## src/perfect_number_test_top_macros.svh

```systemverilog
// assertion macros for the perfect number test block
`ifndef PERFECT_NUMBER_TEST_TOP_MACROS_SVH
`define PERFECT_NUMBER_TEST_TOP_MACROS_SVH

`ifndef SYNTHESIS

// generic clocked assertion with explicit clock and active-low reset
`define PNT_ASSERT_CLK(lbl, clk, rstn, prop, msg) \
  lbl: assert property (@(posedge clk) disable iff (!rstn) (prop)) else $error(msg);

// assertion on the block clock and reset
`define PNT_ASSERT(lbl, prop, msg) \
  `PNT_ASSERT_CLK(lbl, clk_i, rst_ni, prop, msg)

`else

`define PNT_ASSERT_CLK(lbl, clk, rstn, prop, msg)
`define PNT_ASSERT(lbl, prop, msg)

`endif

`endif

```

## src/pnt_pkg.sv

```systemverilog
package pnt_pkg;

  // default candidate width
  localparam int NUM_WIDTH_DEF = 32;

  // width of the reported divisor sum
  localparam int SUM_WIDTH = 35;

endpackage

```

## src/perfect_number_test_top.sv

```systemverilog
// Perfect number test: reports the aliquot sum of a candidate and whether it
// equals the candidate.
// Input channel: in_valid_i / in_ready_o carry candidate_i (low NUM_WIDTH bits).
// Output channel: out_valid_o / out_ready_i carry divisor_sum_o and is_perfect_o.
// Divisors are found by pairing each trial divisor d <= sqrt(n) with n / d.
// Each trial uses a bit-serial restoring divider, one quotient bit per cycle.
// Throughput: one candidate at a time; the next transaction is taken once the
// current result has moved into the output register.
// A finished result waits in the output register while the receiver stalls;
// a new candidate can be accepted and worked on meanwhile, and the next result
// is held back until the waiting one is taken.
// Reset clears all control state: no result is valid and the block is ready.
`include "perfect_number_test_top_macros.svh"

module perfect_number_test_top import pnt_pkg::*; #(
  parameter int NUM_WIDTH = NUM_WIDTH_DEF
) (
  input  logic                 clk_i,
  input  logic                 rst_ni,
  input  logic                 in_valid_i,
  output logic                 in_ready_o,
  input  logic [NUM_WIDTH-1:0] candidate_i,
  output logic                 out_valid_o,
  input  logic                 out_ready_i,
  output logic [SUM_WIDTH-1:0] divisor_sum_o,
  output logic                 is_perfect_o
);

  // accumulator wide enough for the full sum, wrapping at 64 bits
  localparam int ACC_RAW = (NUM_WIDTH + 3 > 64) ? 64 : NUM_WIDTH + 3;
  localparam int ACC_W   = (ACC_RAW > SUM_WIDTH) ? ACC_RAW : SUM_WIDTH;

  localparam logic [1:0] ST_IDLE   = 2'd0;
  localparam logic [1:0] ST_LAUNCH = 2'd1;
  localparam logic [1:0] ST_DIV    = 2'd2;
  localparam logic [1:0] ST_FIN    = 2'd3;

  logic [1:0]           state_q, state_d;
  logic [NUM_WIDTH-1:0] n_q, n_d;
  logic [NUM_WIDTH-1:0] d_q, d_d;
  logic [ACC_W-1:0]     acc_q, acc_d;
  logic                 n_ge2_q, n_ge2_d;
  logic                 out_valid_q, out_valid_d;
  logic [SUM_WIDTH-1:0] out_sum_q, out_sum_d;
  logic                 out_perf_q, out_perf_d;

  logic                 div_start;
  logic                 div_done;
  logic [NUM_WIDTH-1:0] div_quot;
  logic [NUM_WIDTH-1:0] div_rem;

  logic                 in_acc;
  logic                 out_free;
  logic                 cand_ge2;
  logic [ACC_W-1:0]     pair_sum;
  logic [ACC_W-1:0]     aliquot;
  logic [ACC_W-1:0]     n_ext;

  pnt_div #(
    .W(NUM_WIDTH)
  ) u_div (
    .clk_i      (clk_i),
    .rst_ni     (rst_ni),
    .start_i    (div_start),
    .dividend_i (n_q),
    .divisor_i  (d_q),
    .done_o     (div_done),
    .quot_o     (div_quot),
    .rem_o      (div_rem)
  );

  assign in_ready_o = (state_q == ST_IDLE);
  assign in_acc     = in_valid_i & in_ready_o;
  assign out_free   = ~out_valid_q | out_ready_i;
  assign cand_ge2   = (candidate_i > NUM_WIDTH'(1));
  assign div_start  = (state_q == ST_LAUNCH);

  // divisor pair d and n / d, the cofactor counted once when equal
  assign pair_sum = ACC_W'(d_q) + ((div_quot != d_q) ? ACC_W'(div_quot) : '0);

  // sum of all divisors less the number itself
  assign n_ext   = ACC_W'(n_q);
  assign aliquot = acc_q - n_ext;

  // sequencer over trial divisors
  always_comb begin
    state_d     = state_q;
    n_d         = n_q;
    d_d         = d_q;
    acc_d       = acc_q;
    n_ge2_d     = n_ge2_q;
    out_valid_d = out_valid_q;
    out_sum_d   = out_sum_q;
    out_perf_d  = out_perf_q;

    if (out_valid_q && out_ready_i) begin
      out_valid_d = 1'b0;
    end

    unique case (state_q)
      ST_IDLE: begin
        if (in_acc) begin
          n_d     = candidate_i;
          d_d     = NUM_WIDTH'(1);
          n_ge2_d = cand_ge2;
          // small candidates preload the accumulator so the sum comes out zero
          acc_d   = cand_ge2 ? '0 : ACC_W'(candidate_i);
          state_d = cand_ge2 ? ST_LAUNCH : ST_FIN;
        end
      end
      ST_LAUNCH: begin
        state_d = ST_DIV;
      end
      ST_DIV: begin
        if (div_done) begin
          if (d_q > div_quot) begin
            state_d = ST_FIN;
          end else begin
            if (div_rem == '0) begin
              acc_d = acc_q + pair_sum;
            end
            d_d     = d_q + NUM_WIDTH'(1);
            state_d = ST_LAUNCH;
          end
        end
      end
      ST_FIN: begin
        if (out_free) begin
          out_valid_d = 1'b1;
          out_sum_d   = aliquot[SUM_WIDTH-1:0];
          out_perf_d  = n_ge2_q && (aliquot == n_ext);
          state_d     = ST_IDLE;
        end
      end
      default: begin
        state_d = ST_IDLE;
      end
    endcase
  end

  // control registers
  always_ff @(posedge clk_i or negedge rst_ni) begin
    if (!rst_ni) begin
      state_q     <= ST_IDLE;
      out_valid_q <= 1'b0;
    end else begin
      state_q     <= state_d;
      out_valid_q <= out_valid_d;
    end
  end

  // payload registers
  always_ff @(posedge clk_i) begin
    n_q        <= n_d;
    d_q        <= d_d;
    acc_q      <= acc_d;
    n_ge2_q    <= n_ge2_d;
    out_sum_q  <= out_sum_d;
    out_perf_q <= out_perf_d;
  end

  assign out_valid_o   = out_valid_q;
  assign divisor_sum_o = out_sum_q;
  assign is_perfect_o  = out_perf_q;

  // checks on sequencing and results
  `PNT_ASSERT(a_done_in_div, div_done |-> (state_q == ST_DIV), "divider done outside trial")
  `PNT_ASSERT(a_nonzero_divisor, (state_q == ST_DIV) |-> (d_q != '0), "trial divisor is zero")
  `PNT_ASSERT(a_busy_after_accept, in_acc |=> !in_ready_o, "ready stayed high after accept")
  `PNT_ASSERT(a_perfect_sum, (out_valid_o && is_perfect_o) |-> (divisor_sum_o != '0), "perfect result with zero sum")

endmodule

```

## src/pnt_div.sv

```systemverilog
module pnt_div import pnt_pkg::*; #(
  parameter int W = NUM_WIDTH_DEF
) (
  input  logic         clk_i,
  input  logic         rst_ni,
  input  logic         start_i,
  input  logic [W-1:0] dividend_i,
  input  logic [W-1:0] divisor_i,
  output logic         done_o,
  output logic [W-1:0] quot_o,
  output logic [W-1:0] rem_o
);

  localparam int CW = $clog2(W);

  logic          busy_q, busy_d;
  logic          done_q, done_d;
  logic [CW-1:0] cnt_q, cnt_d;
  logic [W-1:0]  num_q, num_d;
  logic [W-1:0]  rem_q, rem_d;

  logic [W:0]    shifted;
  logic [W:0]    diff;
  logic          fits;

  // one restoring step: bring in the next dividend bit, try the subtract
  assign shifted = {rem_q, num_q[W-1]};
  assign diff    = shifted - {1'b0, divisor_i};
  assign fits    = ~diff[W];

  always_comb begin
    busy_d = busy_q;
    done_d = 1'b0;
    cnt_d  = cnt_q;
    num_d  = num_q;
    rem_d  = rem_q;
    if (start_i) begin
      busy_d = 1'b1;
      cnt_d  = CW'(W - 1);
      num_d  = dividend_i;
      rem_d  = '0;
    end else if (busy_q) begin
      // quotient bits shift in from the bottom as dividend bits leave the top
      num_d = {num_q[W-2:0], fits};
      rem_d = fits ? diff[W-1:0] : shifted[W-1:0];
      cnt_d = cnt_q - 1'b1;
      if (cnt_q == '0) begin
        busy_d = 1'b0;
        done_d = 1'b1;
      end
    end
  end

  // control registers
  always_ff @(posedge clk_i or negedge rst_ni) begin
    if (!rst_ni) begin
      busy_q <= 1'b0;
      done_q <= 1'b0;
      cnt_q  <= '0;
    end else begin
      busy_q <= busy_d;
      done_q <= done_d;
      cnt_q  <= cnt_d;
    end
  end

  // datapath shift registers
  always_ff @(posedge clk_i) begin
    num_q <= num_d;
    rem_q <= rem_d;
  end

  assign done_o = done_q;
  assign quot_o = num_q;
  assign rem_o  = rem_q;

endmodule
```

## config.mk

```make
export PLATFORM = sky130hd
export DESIGN_NAME = perfect_number_test_top
export DESIGN_NICKNAME = d
export VERILOG_FILES = /design/src/pnt_pkg.sv /design/src/perfect_number_test_top.sv /design/src/pnt_div.sv
export VERILOG_INCLUDE_DIRS = /design/src /design/src/src
export SDC_FILE = /design/constraint.sdc
export NUM_CORES = 1
export LEC_CHECK = 0
export BUFFER_PORTS_ARGS = -buffer_cell sky130_fd_sc_hd__buf_2
export CAP_MARGIN = 20
export CORE_MARGIN = 2
export CORE_UTILIZATION = 68
export CTS_CLUSTER_DIAMETER = 80
export DETAILED_ROUTE_END_ITERATION = 10
export PLACE_DENSITY = 0.87
export SYNTH_ARGS = -nofsm -noshare
export SYNTH_HDL_FRONTEND = slang
export SYNTH_HIERARCHICAL = 1
export SYNTH_SLANG_ARGS = --single-unit
export TNS_END_PERCENT = 5
```

## constraint.sdc

```tcl
create_clock -name clk_i -period 8.8 [get_ports clk_i]
set_input_delay 0.88 -clock clk_i [delete_from_list [all_inputs] [get_ports clk_i]]
set_output_delay 0.88 -clock clk_i [all_outputs]
set_load 0.01 [all_outputs]
```

==> results of run 1 <==
==> final timing paths <==
| check | startpoint | slack [ps] | cells past startpoint | end |
|---|---|---|---|---|
| min in group clk_i | u_div/cnt_q[4] | 520 | 2 | u_div/cnt_q[4] |
| max in group asynchronous | rst_ni | 8410 | 1 | u_div/busy_q |
| hold reg to reg | u_div/cnt_q[4] | 520 | 2 | u_div/cnt_q[4] |
| hold / removal | rst_ni | 190 | 1 | u_div/cnt_q[3] |
| setup / recovery | d_q[28] | 2630 | 19 | acc_q[34] |
| setup reg to reg | d_q[28] | 2630 | 19 | acc_q[34] |
==> final cells by class <==
type / instances / area [um^2] / area share, %
inverters: 131 / 492 / 2.80
well taps: 319 / 399 / 2.27
repair buffers: 81 / 458 / 2.61
clock buffers: 37 / 711 / 4.05
flip-flops and latches: 210 / 5940 / 33.8
clock inverters: 9 / 98.8 / 0.563
multi-input cells: 1274 / 9460 / 53.9
==> sequential cells by signal, indices dropped and copies added (netlist names) <==
register	cells
acc_q	35
divisor_sum_o	35
d_q	32
n_q	32
u_div/quot_o	32
u_div/rem_o	32
u_div/cnt_q	5
state_q	2
is_perfect_o	1
n_ge2_q	1
out_valid_o	1
u_div/busy_q	1
u_div/done_o	1
==> worst max-delay path, cell delays in order, from the launching register on <==
cell and delay [ps]:
sky130_fd_sc_hd__edfxtp_1 520, sky130_fd_sc_hd__ha_1 360, sky130_fd_sc_hd__nand4_1 100, sky130_fd_sc_hd__nor2_1 330
sky130_fd_sc_hd__nand4_1 200, sky130_fd_sc_hd__inv_1 790, sky130_fd_sc_hd__nor2_1 120, sky130_fd_sc_hd__fa_1 500
sky130_fd_sc_hd__ha_1 310, sky130_fd_sc_hd__a21oi_1 230, sky130_fd_sc_hd__o22ai_1 170, sky130_fd_sc_hd__o21a_1 200
sky130_fd_sc_hd__o21ai_0 360, sky130_fd_sc_hd__a211o_1 250, sky130_fd_sc_hd__a21oi_1 140, sky130_fd_sc_hd__o32ai_1 570
sky130_fd_sc_hd__o31a_1 280, sky130_fd_sc_hd__o21ai_0 180, sky130_fd_sc_hd__xnor2_1 220, sky130_fd_sc_hd__nor2_1 60
==> per-layer routing <==
layer  track usage (%)  share of wire, %
met1              44.3                41
met2              55.1                46
met3              7.17               7.6
met4              14.3               4.6
met5                 0                 0
==> logic make-up after synthesis <==
kind of cell / count (synthesis) / synth area share, %
xor gates and xnor gates: 143 / 8.12
AOI/OAI and AO/OA: 390 / 16.2
DFF: 210 / 36.7
muxes: 64 / 4.22
adders and majority gates: 166 / 14.5
buffers and inverters: 195 / 4.89
and+or+nand+nor: 511 / 15.3
==> Yosys cell counts, drive strengths merged, types with 4 or more instances <==
library cell / count
xor2: 55
a21oi: 114
o31a: 5
nor3: 26
o21ai: 70
or3: 10
mux2i: 31
nor2: 182
o21bai: 5
and2: 14
o31ai: 6
a31oi: 16
or2: 6
o211ai: 11
mux2: 33
nand2: 99
fa: 35
dfrtp: 10
o22ai: 4
a21o: 49
nor4: 23
nor2b: 19
o21a: 11
clkbuf: 55
o2111ai: 5
o311ai: 4
a211oi: 35
a2111oi: 7
a21boi: 7
edfxtp: 168
and3: 17
nand2b: 27
nand3: 35
nand4: 35
xnor2: 85
buf: 9
inv: 131
dfxtp: 32
ha: 131
==> metrics by stage <==
step,instance area (um^2),instances,setup WS [ps],hold WS (ps),utilization [%]
after floorplan,16200,1679,3820,485,-
after global placement,16700,2013,3190,506,71.4
after detailed placement,16700,2013,2760,505,71.4
after CTS,17500,2059,2730,186,74.8
after global routing,17600,2061,2310,199,75.0
final,17600,2061,2630,191,75.0
==> reports/metrics.cfg, run 1 <==
[run_status]
result_of_the_run = completed

[timing]
rsz_0062_raised_after_global_routing = no
timing_hold_violations_final = 0
setup_tns_ps = 0
tightest_slew_ps = 1040
max_slew_margin_pct = 30.8
final_max_slew_viol_count = 0
fin_crit_ps = 6170
setup_viol = 0
max_freq_ghz = 0.162
skew_ps = 14.0
final_min_period_over_clock_period_pct = 70.1

[worst_setup_path]
worst_setup_path_end_kind = register
timing.critical_path.arrival_ps = 6430
cp.required_ps = 9060
critical_path_class = reg2reg
crit_path_start_kind = register
timing.critical_path.fanout_max = 32

[clock_tree]
insertion_delay_ps = 530
clkSinkCount = 210
clock_pin_transition_on_the_worst_setup_and_hold_timing_paths_ps = 60
htree_depth = 1
postCtsSetupRepairBufs = 0
cells_resized_by_post_cts_repair = 0
cts-root-to-sink-buffers = 3
cts-buffers-inserted = 25
clk_root_buf = sky130_fd_sc_hd__clkbuf_16
tritoncts_clock_tree = built
number_of_hold_buffers_added_after_cts = 0

[logic_synthesis]
ys_ff_latch = 210
dominantRegCellSynth = sky130_fd_sc_hd__edfxtp_1
synth_sequential_area_ratio_pct = 36.7
synth_edf_count = 168
synthDominantAreaCellType = sky130_fd_sc_hd__edfxtp_1
syn_inst = 1679
synth.distinct_cells = 96
post_synth_net_total = 1881
asyncSetResetFlopFracSynth_pct = 4.76
yosys-top-cells-area = sky130_fd_sc_hd__edfxtp_1 (31%), sky130_fd_sc_hd__ha_1 (10%), sky130_fd_sc_hd__xnor2_1 (4.6%), sky130_fd_sc_hd__fa_1 (4.3%), sky130_fd_sc_hd__nor2_1 (4.2%)
syn_area_mm2 = 0.0162
netlist.area_leader.share_pct = 31.2
synth_warnings = 6
syn-mean-instance-area_um2 = 9.63

[floorplan]
die_h_um = 158
fp.coreArea_mm2 = 0.0234
top_level_ports = 74
initial_core_utilization_pct = 69.1
chip_width_um = 158
die_area_mm2 = 0.0250
floorplan_row_count = 56

[routing]
avgRoutedWirePerCell_um = 20.6
dr_vias = 13200
antenna_left = 0
drt_first_pass_iters = 5
drt_iter0_markers = 1170
viasPerCell = 6.40
detail_route.wirelength_um = 42400
detail_route.drc_violations = 0

[final_layout]
layout.cells.most_common = sky130_fd_sc_hd__nor2_1
nets = 1925
drive_above_1_share_pct = 10.8
final.fill_count = 1673
flow.area_growth_from_synthesis_pct = 8.65
antennaDiodeCount = 0
commonest_cells_after_routing_fill_and_taps_aside = sky130_fd_sc_hd__nor2_1 (180), sky130_fd_sc_hd__edfxtp_1 (168), sky130_fd_sc_hd__inv_1 (131), sky130_fd_sc_hd__ha_1 (131), sky130_fd_sc_hd__a21oi_1 (112)

[grt]
initial_antenna_violation_count = 0
grt_start_max_net_pins = 72
global_route.overflow_total = 0
grt_util_all_layers_pct = 33.9
grt_first_pass_wirelength_um = 65800
number_of_global_route_vias_before_repair = 12500

[min_path]
worstHoldPathType = in2async

[place]
routability_driven_placement_congestion_ratio = 0.957
port-buffer-count = 73
dp.final_hpwl_um = 31800

[job]
max-cap-violations = 0

Power of run 1 is not shown: default switching activity piles up to over one toggle a cycle in this logic, so the estimate is an artifact.
==> inputs of run 2 (changes only) <==
--- a/config.mk
+++ b/config.mk
@@ -6,13 +6,14 @@
 export SDC_FILE = /design/constraint.sdc
 export NUM_CORES = 1
 export LEC_CHECK = 0
+export ABC_AREA = 1
 export BUFFER_PORTS_ARGS = -buffer_cell sky130_fd_sc_hd__buf_2
 export CAP_MARGIN = 20
 export CORE_MARGIN = 2
-export CORE_UTILIZATION = 68
+export CORE_UTILIZATION = 58
 export CTS_CLUSTER_DIAMETER = 80
 export DETAILED_ROUTE_END_ITERATION = 10
-export PLACE_DENSITY = 0.87
+export PLACE_DENSITY = 0.79
 export SYNTH_ARGS = -nofsm -noshare
 export SYNTH_HDL_FRONTEND = slang
 export SYNTH_HIERARCHICAL = 1
==> constraint.sdc (replaced) <==
create_clock -name clk_i -period 4.9 [get_ports clk_i]
set_input_delay 0.49 -clock clk_i [delete_from_list [all_inputs] [get_ports clk_i]]
set_output_delay 0.49 -clock clk_i [all_outputs]
set_load 0.01 [all_outputs]
==> run 2 against run 1 <==
  * Global-route usage shrank 1.8 points
  * Maximum frequency grew 30%
  * First-iteration DRC count grew 39%
  * Sequential cell count is the same
  * Hold slack lost 73 ps
  * Non-clock buffer count grew 34
  * Utilization shrank 9.7 points
  * Wire length grew 25%
  * Area after synthesis grew 11%
  * Critical path depth grew 2
  * Critical endpoint is now acc_q[30]
  * Largest cell class unchanged
==> reports/metrics.cfg, run 2 <==
[run_status]
result_of_the_run = completed  ; unchanged

[routing]
detail_route.drc_violations = 0  ; unchanged
antenna_left = 0  ; unchanged
drt_first_pass_iters = 6  ; was 5
detail_route.wirelength_um = 52800  ; was 42400 um
viasPerCell = 5.47  ; was 6.40
drt_iter0_markers = 1623  ; was 1170
dr_vias = 16900  ; was 13200
avgRoutedWirePerCell_um = 17.1  ; was 20.6 um

[logic_synthesis]
asyncSetResetFlopFracSynth_pct = 4.76  ; unchanged
synth_warnings = 6  ; unchanged
synthTopCellsByCount = sky130_fd_sc_hd__nand2_1 (837), sky130_fd_sc_hd__inv_1 (450), sky130_fd_sc_hd__nor2_1 (236), sky130_fd_sc_hd__edfxtp_1 (168), sky130_fd_sc_hd__nand3_1 (159)  ; was sky130_fd_sc_hd__nor2_1 (181), sky130_fd_sc_hd__edfxtp_1 (168), sky130_fd_sc_hd__ha_1 (131), sky130_fd_sc_hd__inv_1 (131), sky130_fd_sc_hd__a21oi_1 (112)
post_synth_net_total = 2758  ; was 1881
yosys.cell_count.top_type = sky130_fd_sc_hd__nand2_1  ; was sky130_fd_sc_hd__nor2_1
synth_sequential_area_ratio_pct = 32.9  ; was 36.7%
dominantRegCellSynth = sky130_fd_sc_hd__edfxtp_1  ; unchanged
yosys-top-cells-area = sky130_fd_sc_hd__edfxtp_1 (28%), sky130_fd_sc_hd__nand2_1 (17%), sky130_fd_sc_hd__inv_1 (9.4%), sky130_fd_sc_hd__ha_1 (9.1%), sky130_fd_sc_hd__nor2_1 (4.9%)  ; was sky130_fd_sc_hd__edfxtp_1 (31%), sky130_fd_sc_hd__ha_1 (10%), sky130_fd_sc_hd__xnor2_1 (4.6%), sky130_fd_sc_hd__fa_1 (4.3%), sky130_fd_sc_hd__nor2_1 (4.2%)
ys_ff_latch = 210  ; unchanged
syn-mean-instance-area_um2 = 7.05  ; was 9.63 um^2
syn_inst = 2556  ; was 1679
synth_edf_count = 168  ; unchanged
syn_area_mm2 = 0.0180  ; was 0.0162 mm^2
synth.distinct_cells = 56  ; was 96
netlist.area_leader.share_pct = 28.0  ; was 31.2%
synthDominantAreaCellType = sky130_fd_sc_hd__edfxtp_1  ; unchanged

[grt]
number_of_global_route_vias_before_repair = 16000  ; was 12500
global_route.overflow_total = 0  ; unchanged
initial_antenna_violation_count = 0  ; unchanged
grt_util_all_layers_pct = 32.2  ; was 33.9%
grt_start_max_net_pins = 42  ; was 72
grt_first_pass_wirelength_um = 83700  ; was 65800 um

[final_layout]
commonest_cells_after_routing_fill_and_taps_aside = sky130_fd_sc_hd__nand2_1 (836), sky130_fd_sc_hd__inv_1 (449), sky130_fd_sc_hd__nor2_1 (230), sky130_fd_sc_hd__edfxtp_1 (168), sky130_fd_sc_hd__nand3_1 (159)  ; was sky130_fd_sc_hd__nor2_1 (180), sky130_fd_sc_hd__edfxtp_1 (168), sky130_fd_sc_hd__inv_1 (131), sky130_fd_sc_hd__ha_1 (131), sky130_fd_sc_hd__a21oi_1 (112)
final_cell_count_no_fill = 3083  ; was 2061
drive_above_1_share_pct = 8.93  ; was 10.8%
layout.cells.most_common = sky130_fd_sc_hd__nand2_1  ; was sky130_fd_sc_hd__nor2_1
nets = 2872  ; was 1925
antennaDiodeCount = 0  ; unchanged
flow.area_growth_from_synthesis_pct = 10.9  ; was 8.65%

[clock_tree]
htree_depth = 1  ; unchanged
clkSinkCount = 210  ; unchanged
insertion_delay_ps = 560  ; was 530 ps
tritoncts_clock_tree = built  ; unchanged
cts-buffers-inserted = 25  ; unchanged
clk_root_buf = sky130_fd_sc_hd__clkbuf_16  ; unchanged
cts-root-to-sink-buffers = 3  ; unchanged
clock_pin_transition_on_the_worst_setup_and_hold_timing_paths_ps = 60  ; about the same

[place]
dp.final_hpwl_um = 42200  ; was 31800 um
place_inst = 3032  ; was 2013
port-buffer-count = 73  ; unchanged
routability_driven_placement_congestion_ratio = 0.965  ; was 0.957
placement.setup.worst_slack_ps = 218  ; was 2760 ps

[floorplan]
chip_width_um = 180  ; was 158 um
die_area_mm2 = 0.0325  ; was 0.0250 mm^2
die_h_um = 180  ; was 158 um
floorplan_row_count = 64  ; was 56
top_level_ports = 74  ; unchanged
fp.coreArea_mm2 = 0.0306  ; was 0.0234 mm^2
initial_core_utilization_pct = 58.9  ; was 69.1%

[timing]
skew_ps = 28.4  ; was 14.0 ps
setup_viol = 0  ; unchanged
setup_tns_ps = 0  ; unchanged
final_min_period_over_clock_period_pct = 97.1  ; was 70.1%
rsz_0062_raised_after_global_routing = yes  ; was no
max_slew_margin_pct = 41.5  ; was 30.8%
smallest_setup_slack_after_layout_ps = 144  ; was 2630 ps
timing_hold_violations_final = 0  ; unchanged
final_max_slew_viol_count = 0  ; unchanged
fin_crit_ps = 4760  ; was 6170 ps
tightest_slew_ps = 870  ; was 1040 ps
max_freq_ghz = 0.210  ; was 0.162 GHz

[worst_setup_path]
cp.required_ps = 5180  ; was 9060 ps
critical-path-max-stage-delay_ps = 510  ; was 790 ps
crit_path_frequent_cell = sky130_fd_sc_hd__nand2_1  ; was sky130_fd_sc_hd__nor2_1
worst_setup_path_end_kind = register  ; unchanged
slowest_cell_on_crit_path = sky130_fd_sc_hd__edfxtp_1  ; was sky130_fd_sc_hd__inv_1
timing.critical_path.fanout_max = 8  ; was 32
crit_path_cell_trace = ha_1 > nand4_1 > inv_1 > nand3b_1 > nor4b_1 > nand2_1 > clkinvlp_4 > buf_4 > buf_4 > nor2_1 > fa_1 > ha_1 > nand2_1 > nor2_1 > nand2_1 > nand2_1 > a31oi_2 > o21ai_1 > nand2_1 > nand3_1 > a21oi_1  ; was ha_1 > nand4_1 > nor2_1 > nand4_1 > inv_1 > nor2_1 > fa_1 > ha_1 > a21oi_1 > o22ai_1 > o21a_1 > o21ai_0 > a211o_1 > a21oi_1 > o32ai_1 > o31a_1 > o21ai_0 > xnor2_1 > nor2_1
critical_path_class = reg2reg  ; unchanged
timing.critical_path.arrival_ps = 5030  ; was 6430 ps
crit_path_start_kind = register  ; unchanged

[power]
worst_ir_drop_vdd_v = 0.000256
power.density_mw_per_mm2 = 193
leakage_power_summed_over_all_cells_nw = 10.6

[job]
max-cap-violations = 0  ; unchanged

[min_path]
worstHoldPathType = in2reg  ; was in2async

-- run 2: cell count changes after synthesis, sizes merged, moves of 32 or more --
cell / before / now
mux2: 33 / 0
a21o: 49 / 8
nand2: 99 / 871
clkbuf: 55 / 23
a211oi: 35 / 3
nand3: 35 / 164
xnor2: 85 / 28
inv: 131 / 461
nor2: 182 / 248
-- run 2: cell families (layout without fill, tap and decap cells) --
group / count (synthesis) / in the layout / synth area share, %
xor gates and xnor gates: 59 / 59 / 3.33
adders and majority gates: 166 / 166 / 13.0
AOI/OAI and AO/OA: 247 / 247 / 7.75
and+or+nand+nor: 1384 / 1384 / 32.6
DFF: 210 / 210 / 32.9
buffers and inverters: 490 / 621 / 10.4
-- run 2: what timing repair did --
item | in CTS | in global routing
hold endpoints to repair | 10 | 0
setup buffers | 0 | 3
hold buffers | 1 | 0
endpoints found under the setup margin | 0 | 17
gates resized for setup | 0 | 4
-- run 2: critical path: cells and delay by family, from the launching register on --
kind                     cells  cell delay [ps]
flip-flops                   1              510
AO/OA/AOI/OAI                3              580
AND/OR/NAND/NOR             11             1650
buffers and inverters        4              550
adder cells (fa/ha/maj)      3             1180
-- run 2: metrics by stage --
stage	util, %	hold slack (ps)	cell area [um^2]	power, W
2_1_floorplan	-	194	18000	0.00194
3_3_place_gp	62.2	385	19000	0.00196
3_5_place_dp	62.3	390	19100	0.00196
4_1_cts	65.0	115	19900	0.00387
5_1_grt	65.3	114	20000	0.00395
6_report	65.3	118	20000	0.00386
-- run 2: path summary, 6_finish.rpt --
kind                                 start               to  slack (ps)  cells after the start
min in group asynchronous           rst_ni   u_div/cnt_q[2]         370                      2
min                        candidate_i[17]          n_q[17]         120                      1
max in group asynchronous           rst_ni   u_div/cnt_q[4]        4290                      2
max reg2reg                        d_q[13]        acc_q[30]         140                     21
max                                d_q[13]        acc_q[30]         140                     21
min reg2reg                u_div/rem_o[23]  u_div/rem_o[23]         490                      2
-- run 2: power by group --
group                      switching, W  internal (W)
clock network                  0.000784       0.00114
logic                         0.0000126     0.0000114
registers      0.0000000000000000000333       0.00190
-- run 2: routing by layer --
metal	vias to the layer above	wire length (um)	part of all wire, %	track usage, %
li1	8378	-	-	-
met1	7768	23600	45	45.4
met2	606	23300	44	51.2
met3	109	4300	8.1	5.17
met4	0	1590	3.0	9.26
met5	-	0	0	0
-- run 2: final cells by class --
| class | count | area (um^2) |
|---|---|---|
| clock inverter | 15 | 184 |
| clock buffer | 29 | 641 |
| sequential | 210 | 5940 |
| timing repair buffer | 115 | 741 |
| tap | 396 | 495 |
| fill | 2774 | 10600 |
| multi-input combinational | 1856 | 10300 |
| inverter | 462 | 1740 |
No activity file was read; power rests on OpenSTA's default activity.
==> inputs of run 3 (changes only) <==
--- a/config.mk
+++ b/config.mk
@@ -7,12 +7,12 @@
 export NUM_CORES = 1
 export LEC_CHECK = 0
 export ABC_AREA = 1
-export BUFFER_PORTS_ARGS = -buffer_cell sky130_fd_sc_hd__buf_2
 export CAP_MARGIN = 20
-export CORE_MARGIN = 2
-export CORE_UTILIZATION = 58
+export CORE_MARGIN = 3
+export CORE_UTILIZATION = 60
 export CTS_CLUSTER_DIAMETER = 80
 export DETAILED_ROUTE_END_ITERATION = 10
+export DONT_BUFFER_PORTS = 1
 export PLACE_DENSITY = 0.79
 export SYNTH_ARGS = -nofsm -noshare
 export SYNTH_HDL_FRONTEND = slang
==> run 3 against run 2 <==
  * Final cell count fell by 2.3%
  * Total power up 2.8%
  * First-iteration DRC count down 0.12%
  * Wire length about the same
  * Clock-buffer cell count up 1
  * Critical path depth is the same
==> reports/metrics.cfg, run 3 (synthesis results as in run 2) <==
[power]
power.density_mw_per_mm2 = 201  ; was 193 mW/mm^2
power.share.combinational_pct = 0.1  ; was 0.6%
swShare_pct = 20.0  ; was 20.7%
leakage_power_summed_over_all_cells_nw = 10.4  ; was 10.6 nW
power_total_w = 0.00396  ; was 0.00386 W
power_report.internal_total_w = 0.00317  ; was 0.00306 W
worst_ir_drop_vdd_v = 0.000267  ; was 0.000256 V
power_frac_clock_pct = 51.8  ; was 50.0%
pwr-share-seq_pct = 48.1  ; was 49.4%
p_switching_w = 0.000793  ; was 0.000796 W

[timing]
max_slew_margin_pct = 28.5  ; was 41.5%
final_max_slew_viol_count = 0  ; unchanged
skew_ps = 11.7  ; was 28.4 ps
setup_tns_ps = 0  ; unchanged
timing_hold_violations_final = 0  ; unchanged
tightest_slew_ps = 1060  ; was 870 ps
setup_viol = 0  ; unchanged
fin_crit_ps = 4730  ; was 4760 ps
final_min_period_over_clock_period_pct = 96.5  ; was 97.1%
max_freq_ghz = 0.211  ; was 0.210 GHz

[routing]
drt_iter0_markers = 1621  ; was 1623
avgRoutedWirePerCell_um = 17.5  ; was 17.1 um
dr_vias = 16800  ; was 16900
antenna_left = 0  ; unchanged
viasPerCell = 5.59  ; was 5.47
detail_route.drc_violations = 0  ; unchanged
drt_first_pass_iters = 6  ; unchanged
detail_route.wirelength_um = 52800  ; about the same

[worst_setup_path]
crit_path_frequent_cell = sky130_fd_sc_hd__nand2_1  ; unchanged
r2r.worst_path.cells = 21  ; unchanged
crit_family = simple AND/OR/NAND/NOR gates  ; unchanged
worst-path-buf-inv = 4  ; unchanged
crit-reg2reg-capture = acc_q[34]  ; was acc_q[30]
crit_path_start_kind = register  ; unchanged
crit_path_cell_trace = ha_1 > nand2_1 > nor2_1 > nand4_1 > nor4_1 > buf_4 > nand2_1 > clkinvlp_4 > buf_12 > nor2_1 > fa_1 > ha_1 > nand2_1 > nor2_2 > nand2_1 > nor2_1 > buf_4 > nand3_1 > o2111ai_1 > o21ai_0 > a21oi_1  ; was ha_1 > nand4_1 > inv_1 > nand3b_1 > nor4b_1 > nand2_1 > clkinvlp_4 > buf_4 > buf_4 > nor2_1 > fa_1 > ha_1 > nand2_1 > nor2_1 > nand2_1 > nand2_1 > a31oi_2 > o21ai_1 > nand2_1 > nand3_1 > a21oi_1
slowest_cell_on_crit_path = sky130_fd_sc_hd__fa_1  ; was sky130_fd_sc_hd__edfxtp_1
critical-path-max-stage-delay_ps = 460  ; was 510 ps
crit-reg2reg-launch = d_q[31]  ; was d_q[13]
timing.critical_path.fanout_max = 21  ; was 8
worst_setup_path_end_kind = register  ; unchanged
timing.critical_path.arrival_ps = 5140  ; was 5030 ps
critical_path_class = reg2reg  ; unchanged
regToRegSetupSlack_ps = 170  ; was 140 ps
cp.required_ps = 5310  ; was 5180 ps

[final_layout]
antennaDiodeCount = 0  ; unchanged
commonest_cells_after_routing_fill_and_taps_aside = sky130_fd_sc_hd__nand2_1 (837), sky130_fd_sc_hd__inv_1 (449), sky130_fd_sc_hd__nor2_1 (229), sky130_fd_sc_hd__edfxtp_1 (168), sky130_fd_sc_hd__nand3_1 (159)  ; was sky130_fd_sc_hd__nand2_1 (836), sky130_fd_sc_hd__inv_1 (449), sky130_fd_sc_hd__nor2_1 (230), sky130_fd_sc_hd__edfxtp_1 (168), sky130_fd_sc_hd__nand3_1 (159)
drive_above_1_share_pct = 6.88  ; was 8.93%
layout.cells.most_common = sky130_fd_sc_hd__nand2_1  ; unchanged
flow.area_growth_from_synthesis_pct = 9.67  ; was 10.9%
nets = 2811  ; was 2872

[floorplan]
chip_width_um = 179  ; was 180 um
initial_core_utilization_pct = 61.8  ; was 58.9%
fp.coreArea_mm2 = 0.0292  ; was 0.0306 mm^2
floorplan_row_count = 62  ; was 64
die_h_um = 179  ; was 180 um
die_area_mm2 = 0.0321  ; was 0.0325 mm^2
top_level_ports = 74  ; unchanged

[grt]
global_route.overflow_total = 0  ; unchanged
grt_util_all_layers_pct = 32.8  ; was 32.2%
initial_antenna_violation_count = 2  ; was 0
grt_start_max_net_pins = 42  ; unchanged
grt_first_pass_wirelength_um = 83000  ; was 83700 um
number_of_global_route_vias_before_repair = 15600  ; was 16000

[clock_tree]
htree_depth = 1  ; unchanged
clk_root_buf = sky130_fd_sc_hd__clkbuf_16  ; unchanged
insertion_delay_ps = 550  ; was 560 ps
tritoncts_clock_tree = built  ; unchanged
clkSinkCount = 210  ; unchanged
clock_pin_transition_on_the_worst_setup_and_hold_timing_paths_ps = 60  ; about the same
cts-buffers-inserted = 26  ; was 25
cts-root-to-sink-buffers = 3  ; unchanged

[min_path]
min_from = candidate_i[24]  ; was candidate_i[17]
hold-path-cell-count = 0  ; was 1
hold_end = n_q[24]  ; was n_q[17]
worstHoldPathType = in2reg  ; unchanged

[place]
dp.final_hpwl_um = 41800  ; was 42200 um
routability_driven_placement_congestion_ratio = 0.991  ; was 0.965
port-buffer-count = 0  ; was 73

[run_status]
result_of_the_run = completed  ; unchanged

[job]
max-cap-violations = 0  ; unchanged

## run 3: cell types whose count changed in the layout (fill, tap and decap cells not counted), sizes merged
cell      previous run  this run
buf                114        51
bufinv               4         5
clkbuf              29        30
clkinv              11        12
clkinvlp             1         3
## run 3: cell type report
cell class | count | area, um^2
Timing Repair Buffer | 52 | 438
Timing Repair inverter | 1 | 5.00
Fill cell | 2459 | 9410
Sequential cell | 210 | 5940
Multi-Input combinational cell | 1856 | 10300
Clock buffer | 30 | 687
Inverter | 462 | 1740
Clock inverter | 18 | 218
Tap cell | 384 | 480
## run 3: metal layers
layer  track usage, %  part of all wire [%]
met1             46.5                    44
met2             51.7                    44
met3             5.68                   8.3
met4             9.70                   3.2
met5                0                 0.027
## run 3: worst max path at each step
stage | start | end | cells after the start
floorplan | d_q[11] | acc_q[0] | 8
global placement | d_q[31] | acc_q[34] | 20
detailed placement | d_q[31] | acc_q[34] | 20
CTS | d_q[31] | acc_q[33] | 23
global route | d_q[31] | acc_q[30] | 22
finish | d_q[31] | acc_q[34] | 21
## run 3: what timing repair did
item	CTS	global route
hold endpoints to repair	10	0
setup endpoints to repair	0	14
setup buffers	0	8
resized for setup	0	7
hold buffers	1	0
## run 3: power groups by stage
| stage | Sequential [W] | Combinational, W | Clock (W) |
|---|---|---|---|
| after floorplan | 0.00194 | 0.00000160 | 0 |
| after global placement | 0.00194 | 0.00000249 | 0 |
| after detailed placement | 0.00194 | 0.00000255 | 0 |
| after CTS | 0.00190 | 0.00000537 | 0.00207 |
| after global routing | 0.00190 | 0.00000587 | 0.00214 |
| final | 0.00190 | 0.00000542 | 0.00205 |
## run 3: worst register-to-register path, delay by kind of cell, from the launching register on
family,cells,cell delay (ps)
compound gates,3,480
flops,1,450
simple gates,11,1730
fa+ha+maj,3,1190
buf+inv,4,740
## run 3: per-stage QoR
step / util, % / cells / setup slack (ps) / area (um^2) / hold WS, ps
after floorplan: - / 2556 / 447 / 18000 / 194
after global placement: 64.1 / 2953 / 279 / 18700 / 198
after detailed placement: 64.1 / 2953 / 173 / 18700 / 197
after CTS: 67.3 / 3002 / 164 / 19600 / 5.44
after global routing: 67.7 / 3013 / -73.1 / 19800 / 12.0
final: 67.7 / 3013 / 170 / 19800 / 33.0
